File: config.mk
export PLATFORM = sky130hd
export DESIGN_NAME = band_peak_envelope_smoother
export DESIGN_NICKNAME = d
export VERILOG_FILES = /design/src/rtl/bpes_pkg.sv /design/src/rtl/band_peak_envelope_smoother.sv
export SDC_FILE = /design/constraint.sdc
export NUM_CORES = 2
export LEC_CHECK = 0
export BUFFER_PORTS_ARGS = -buffer_cell sky130_fd_sc_hd__buf_2
export CORE_MARGIN = 2
export CORE_UTILIZATION = 40
export DETAILED_ROUTE_END_ITERATION = 8
export PLACE_DENSITY = 0.54
export SKIP_LAST_GASP = 1
export SLEW_MARGIN = 20
export SYNTH_ARGS = -nofsm -noshare
export SYNTH_HDL_FRONTEND = slang
export SYNTH_SLANG_ARGS = --single-unit
File: constraint.sdc
create_clock -name clk_i -period 34.3 [get_ports clk_i]
set_clock_uncertainty 0.2 [all_clocks]
set_input_delay 0 -clock clk_i [delete_from_list [all_inputs] [get_ports clk_i]]
set_output_delay 0 -clock clk_i [all_outputs]
set_load 0.02 [all_outputs]
File: src/rtl/bpes_pkg.sv
`timescale 1ns / 1ps
// Package for the band peak envelope smoother.
// Holds register indexes, reset values, the sequencer state type and saturation.
package bpes_pkg;

  localparam int unsigned CFG_W    = 17;
  localparam int unsigned CFG_IDX_W = 3;
  localparam int unsigned SAT_W    = 36;

  typedef enum logic [CFG_IDX_W-1:0] {
    REG_ALPHA_RISE = 3'd0,
    REG_ALPHA_FALL = 3'd1,
    REG_FALL_STEP  = 3'd2,
    REG_RISE_LAG   = 3'd3,
    REG_RAW_SCALE  = 3'd4
  } cfg_reg_e;

  localparam logic [16:0]        ALPHA_RISE_RST = 17'd18558;
  localparam logic [16:0]        ALPHA_FALL_RST = 17'd2376;
  localparam logic signed [16:0] FALL_STEP_RST  = -17'sd162;
  localparam logic signed [16:0] RISE_LAG_RST   = -17'sd5783;
  localparam logic [15:0]        RAW_SCALE_RST  = 16'd2080;
  localparam logic [16:0]        ALPHA_ONE      = 17'h10000;

  typedef enum logic [1:0] {
    S_IDLE,
    S_MUL1,
    S_MUL2,
    S_OUT
  } state_e;

  function automatic logic signed [31:0] sat32(input logic signed [SAT_W-1:0] x);
    logic all_one;
    logic any_one;
    all_one = &x[SAT_W-1:31];
    any_one = |x[SAT_W-1:31];
    if (all_one || !any_one) begin
      return x[31:0];
    end
    return x[SAT_W-1] ? 32'sh8000_0000 : 32'sh7fff_ffff;
  endfunction

endpackage

File: src/rtl/band_peak_envelope_smoother.sv
`timescale 1ns / 1ps
// Band peak envelope smoother: running channel maximum and per-band asymmetric smoothing.
// Depends on bpes_pkg. One shared multiplier is sequenced over both products.
// Sequence: a taken closing transaction steps through S_MUL1, S_MUL2 and S_OUT; the result
// is registered onto m_axis from S_OUT. s_axis_tready stays low until then, over the two
// passes through the shared multiplier; other transactions are taken every cycle while idle.
// Reset clears configuration to defaults, the channel maximum and the per-band valid bits,
// so every band level reads as zero after reset; there is no clearing pass.
module band_peak_envelope_smoother import bpes_pkg::*; #(
  parameter int unsigned BANDS = 32
) (
  input  logic        clk_i,
  input  logic        rst_ni,
  input  logic        s_axis_tvalid,
  output logic        s_axis_tready,
  input  logic [39:0] s_axis_tdata,   // [4:0] band, [36:5] level, upper bits zero
  input  logic        s_axis_tuser,   // first_channel
  input  logic        s_axis_tlast,   // last_channel
  output logic        m_axis_tvalid,
  input  logic        m_axis_tready,
  output logic [71:0] m_axis_tdata,   // [4:0] out_band, [36:5] smoothed, [68:37] raw_level
  input  logic                 cfg_we_i,
  input  logic [CFG_IDX_W-1:0] cfg_idx_i,
  input  logic [CFG_W-1:0]     cfg_data_i
);

  localparam int unsigned IDX_W = (BANDS > 1) ? $clog2(BANDS) : 1;

  logic [16:0]        alpha_rise_q;
  logic [16:0]        alpha_fall_q;
  logic signed [16:0] fall_step_q;
  logic signed [16:0] rise_lag_q;
  logic [15:0]        raw_scale_q;

  state_e state_q, state_d;

  logic [4:0]         in_band;
  logic signed [31:0] in_level;
  logic               in_fire;
  logic               in_update;
  logic [IDX_W-1:0]   in_idx;

  logic signed [31:0] chmax_q;
  logic [4:0]         band_q;
  logic [IDX_W-1:0]   idx_q;
  logic signed [31:0] rd_q;
  logic [BANDS-1:0]   vld_q;
  logic signed [31:0] mem [BANDS];

  logic signed [31:0] prev;
  logic               fall;
  logic [16:0]        alpha_sel;
  logic [16:0]        alpha_clamp;
  logic signed [32:0] diff;
  logic signed [32:0] lim_sum;
  logic signed [31:0] prev_q, lim_q;

  logic signed [32:0] mul_a;
  logic signed [17:0] mul_b;
  logic signed [50:0] mul_p;
  logic signed [50:0] prod_q;

  logic signed [31:0] wgt;
  logic signed [31:0] nxt;
  logic signed [31:0] nxt_q;
  logic signed [31:0] raw;

  logic               out_vld_q;
  logic [71:0]        out_data_q;
  logic               out_load;

  assign in_band   = s_axis_tdata[4:0];
  assign in_level  = $signed(s_axis_tdata[36:5]);
  assign in_fire   = s_axis_tvalid && s_axis_tready;
  assign in_update = s_axis_tlast && (32'(in_band) < BANDS);
  assign in_idx    = IDX_W'(in_band);
  assign s_axis_tready = (state_q == S_IDLE);

  always_ff @(posedge clk_i or negedge rst_ni) begin
    if (!rst_ni) begin
      alpha_rise_q <= ALPHA_RISE_RST;
      alpha_fall_q <= ALPHA_FALL_RST;
      fall_step_q  <= FALL_STEP_RST;
      rise_lag_q   <= RISE_LAG_RST;
      raw_scale_q  <= RAW_SCALE_RST;
    end else if (cfg_we_i) begin
      unique case (cfg_idx_i)
        REG_ALPHA_RISE: alpha_rise_q <= cfg_data_i;
        REG_ALPHA_FALL: alpha_fall_q <= cfg_data_i;
        REG_FALL_STEP:  fall_step_q  <= $signed(cfg_data_i);
        REG_RISE_LAG:   rise_lag_q   <= $signed(cfg_data_i);
        REG_RAW_SCALE:  raw_scale_q  <= cfg_data_i[15:0];
        default: ;
      endcase
    end
  end

  always_ff @(posedge clk_i or negedge rst_ni) begin
    if (!rst_ni) begin
      chmax_q <= '0;
    end else if (in_fire && (s_axis_tuser || (in_level > chmax_q))) begin
      chmax_q <= in_level;
    end
  end

  always_ff @(posedge clk_i) begin
    if (in_fire) begin
      rd_q   <= mem[in_idx];
      band_q <= in_band;
      idx_q  <= in_idx;
    end
    if (state_q == S_MUL2) begin
      mem[idx_q] <= nxt;
    end
  end

  always_ff @(posedge clk_i or negedge rst_ni) begin
    if (!rst_ni) begin
      vld_q <= '0;
    end else if (state_q == S_MUL2) begin
      vld_q[idx_q] <= 1'b1;
    end
  end

  assign prev        = vld_q[idx_q] ? rd_q : '0;
  assign fall        = chmax_q < prev;
  assign alpha_sel   = fall ? alpha_fall_q : alpha_rise_q;
  assign alpha_clamp = (alpha_sel > ALPHA_ONE) ? ALPHA_ONE : alpha_sel;
  assign diff        = 33'(chmax_q) - 33'(prev);
  assign lim_sum     = fall ? (33'(prev) + 33'(fall_step_q)) : (33'(chmax_q) + 33'(rise_lag_q));

  always_comb begin
    if (state_q == S_MUL1) begin
      mul_a = diff;
      mul_b = $signed({1'b0, alpha_clamp});
    end else begin
      mul_a = 33'(nxt);
      mul_b = $signed({2'b00, raw_scale_q});
    end
  end

  assign mul_p = 51'(mul_a) * 51'(mul_b);

  assign wgt = sat32(SAT_W'(prev_q) + SAT_W'($signed(prod_q[50:16])));
  assign nxt = (lim_q > wgt) ? lim_q : wgt;
  assign raw = sat32(SAT_W'($signed(prod_q[50:16])));

  always_ff @(posedge clk_i) begin
    if (state_q == S_MUL1) begin
      prev_q <= prev;
      lim_q  <= sat32(SAT_W'(lim_sum));
    end
    if (state_q == S_MUL1 || state_q == S_MUL2) begin
      prod_q <= mul_p;
    end
    if (state_q == S_MUL2) begin
      nxt_q <= nxt;
    end
  end

  assign out_load = (state_q == S_OUT) && (!out_vld_q || m_axis_tready);

  always_comb begin
    state_d = state_q;
    unique case (state_q)
      S_IDLE: begin
        if (in_fire && in_update) begin
          state_d = S_MUL1;
        end
      end
      S_MUL1:  state_d = S_MUL2;
      S_MUL2:  state_d = S_OUT;
      S_OUT: begin
        if (out_load) begin
          state_d = S_IDLE;
        end
      end
      default: state_d = S_IDLE;
    endcase
  end

  always_ff @(posedge clk_i or negedge rst_ni) begin
    if (!rst_ni) begin
      state_q <= S_IDLE;
    end else begin
      state_q <= state_d;
    end
  end

  always_ff @(posedge clk_i or negedge rst_ni) begin
    if (!rst_ni) begin
      out_vld_q <= 1'b0;
    end else if (out_load) begin
      out_vld_q <= 1'b1;
    end else if (m_axis_tready) begin
      out_vld_q <= 1'b0;
    end
  end

  always_ff @(posedge clk_i) begin
    if (out_load) begin
      out_data_q <= {3'b000, raw, nxt_q, band_q};
    end
  end

  assign m_axis_tvalid = out_vld_q;
  assign m_axis_tdata  = out_data_q;

endmodule

==> flow_summary.toml <==
[clock_network]
cts_tree = "built"
cts.htree.levels = 4
clk_pin_slew_ns = 0.06
root_buffer = "clkbuf_16"
cts_sinks = 1412
cts_hold_buf = 156
clk_path_buf_depth = 3
cts_made_buffers = 150
cts_setup_buffers = 0
clk_latency_ns = 0.83
cts_resized = 0

[setup_path]
reg2reg_from = "prod_q[21]"
reg2reg_depth = 44
r2r_slack_ns = 18.27
start_kind = "flip-flop"
crit_fanout = 72
critPathLaunch = "prod_q[21]"
reg2reg_to = "prod_q[50]"
cp.arrival_ns = 16.36
worst_setup_path_end_kind = "flip-flop"
slowest_stage = "a31oi_2"
path_class = "reg2reg"
max_stage_delay_ns = 0.93
path_common_cell = "fa_1"
cp-endpoint = "prod_q[50]"
critPathRequiredTime_ns = 34.63

[yosys]
yosys.area.top_type = "edfxtp_1"
synth-adder-area-share = 0.183
synth_xor_area_frac = 0.0141
synth_most_common_cell = "edfxtp_1"
syn-cell-area_mm2 = 0.0818
ys.flop_type = "edfxtp_1"
yosysTopAreaCellShare = 0.463
synth-simple-area-share = 0.0709
synth_mux_area_frac = 0.112
ys_seq_area_frac = 0.510
ys_types = 93
synth_top_family_by_area = "adder cells"
synth_seq_cells = 1412
synth_compound_gate_area_share = 0.0666
yosys-top-cells-count = "edfxtp_1 (1261), inv_1 (680), fa_1 (538)"
synth_edf_count = 1261
ys_async_sr_fraction = 0.107
synthTopCellsByArea = "edfxtp_1 (46%), fa_1 (13%), mux4_2 (9.0%)"
ys_warn_count = 0
synthCells = 5892
avgSynthCellArea_um2 = 13.9

[status]
status = "completed"

[die]
die-area_mm2 = 0.208
initial_core_util = 0.403
core_region_area_mm2 = 0.203
ios = 141
rows = 165
die_y_um = 456
die_w_um = 456

[place]
io_buffers = 134
routabilityCongestion = 0.941
dp_hpwl_mm = 169
dp_slack_ns = 18.20

[global_routing]
antenna_found_initial = 12
grt_pass1_wl_mm = 359
grt_pass1_vias = 52598
grt_use_total = 0.237
overflow = 0
grt_max_degree = 105

[sta]
final_max_slew_viol_count = 0
fin_setup_tns_ns = 0
fin_crit_ns = 16.03
setup_violations = 0
rsz0062_at_grt = "false"
tightest_slew_ns = 1.21
min_period_over_period = 0.467
finalHoldViolCount = 0
max-slew-margin-rel = 0.195
timing.final.ws_setup_ns = 18.27
fmax_mhz = 62.4
worst_hold_slack_ns = 0.0770

[route]
drc = 0
routedWlPerCell_um = 27.2
final_antenna_net_count = 0
finalWirelength_mm = 246
dr.pass1.iters = 6
via_per_inst = 5.55
drt_iter0_drc = 4435
num_vias = 50207

[job]
drv_cap = 0

[min_path]
hp-start = "cfg_data_i[12]"
hold_path_class = "in2reg"

[cells_and_area]
synthToLayoutAreaGrowth_pct = 13.6
fin_util = 0.459
nets = 7162
layout-drive-gt1-share = 0.190
-- layout by cell type, fill, tap and decap left out, types with 38 or more instances in the layout --
cell type,synthesis,routed
edfxtp_1,1261,1261
inv_1,680,680
fa_1,538,538
nand2_1,506,505
mux4_2,328,328
ha_1,316,313
nor2_1,321,284
a21oi_1,187,183
clkbuf_16,0,155
dlygate4sd3_1,0,155
mux2_2,151,151
buf_4,6,149
o21ai_0,153,130
buf_2,35,129
dfrtp_1,113,113
a21o_1,92,92
xnor2_1,81,81
and2_1,81,79
nand3_1,58,58
nor2b_1,53,53
xor2_1,51,51
or2_2,49,48
nor3_1,41,40
nand2b_1,38,38
dfstp_2,38,38
-- worst min path at each step --
| stage | to | slack [ns] | cells after the start |
|---|---|---|---|
| finish | raw_scale_q[12] | 0.08 | 3 |
| global route | alpha_rise_q[12] | 0.04 | 3 |
| CTS | alpha_fall_q[15] | 0.01 | 3 |
| detailed placement | vld_q[16] | -0.25 | 1 |
| global placement | vld_q[17] | -0.25 | 1 |
| floorplan | alpha_fall_q[0] | -0.50 | 0 |
-- flip-flops by register name, summed over array words and instances, names as in the netlist, 32 cells and up --
| register | cells |
|---|---|
| prod_q | 35 |
| nxt_q | 32 |
| lim_q | 32 |
| m_axis_tdata | 69 |
| chmax_q | 32 |
| prev_q | 32 |
| vld_q | 32 |
| mem | 1024 |
| rd_q | 32 |
-- cells by family after synthesis --
family / Yosys count
flops: 1412
simple gates: 1266
buf+inv: 923
fa+ha+maj: 877
compound gates: 791
mux: 490
xor+xnor: 132
other cells: 1
-- routing by layer --
layer,GRT usage,routed length [um],up-vias
met3,0.0322,11800,378
met5,0,18,-
li1,-,-,21972
met4,0.0950,10700,2
met2,0.412,125000,1367
met1,0.298,98900,26488
-- critical path, delay by kind of cell (launching register included) --
kind / cells / cell delay, ns
compound gates: 16 / 5.47
xor+xnor: 1 / 0.06
fa+ha+maj: 9 / 4.06
buf+inv: 8 / 1.96
flops: 1 / 0.55
simple gates: 10 / 3.39
-- area by class of cell --
| cell class | instances | area (um2) |
|---|---|---|
| Fill cell | 18056 | 110000 |
| Sequential cell | 1412 | 41700 |
| Multi-Input combinational cell | 3559 | 37100 |
| Clock buffer | 192 | 4060 |
| Timing Repair Buffer | 437 | 3380 |
| Tap cell | 2672 | 3340 |
| Inverter | 681 | 2560 |
| Clock inverter | 83 | 813 |
| Antenna cell | 9 | 22.5 |
-- metrics by stage --
stage	cells	cell area, um2
3_3_place_gp	8605	86500
3_5_place_dp	8605	86500
4_1_cts	9036	92900
5_1_grt	9039	92900
6_report	9045	93000
2_1_floorplan	5894	81800
Power is not shown: default switching activity piles up to over one toggle a cycle in this logic, so the estimate is an artifact.
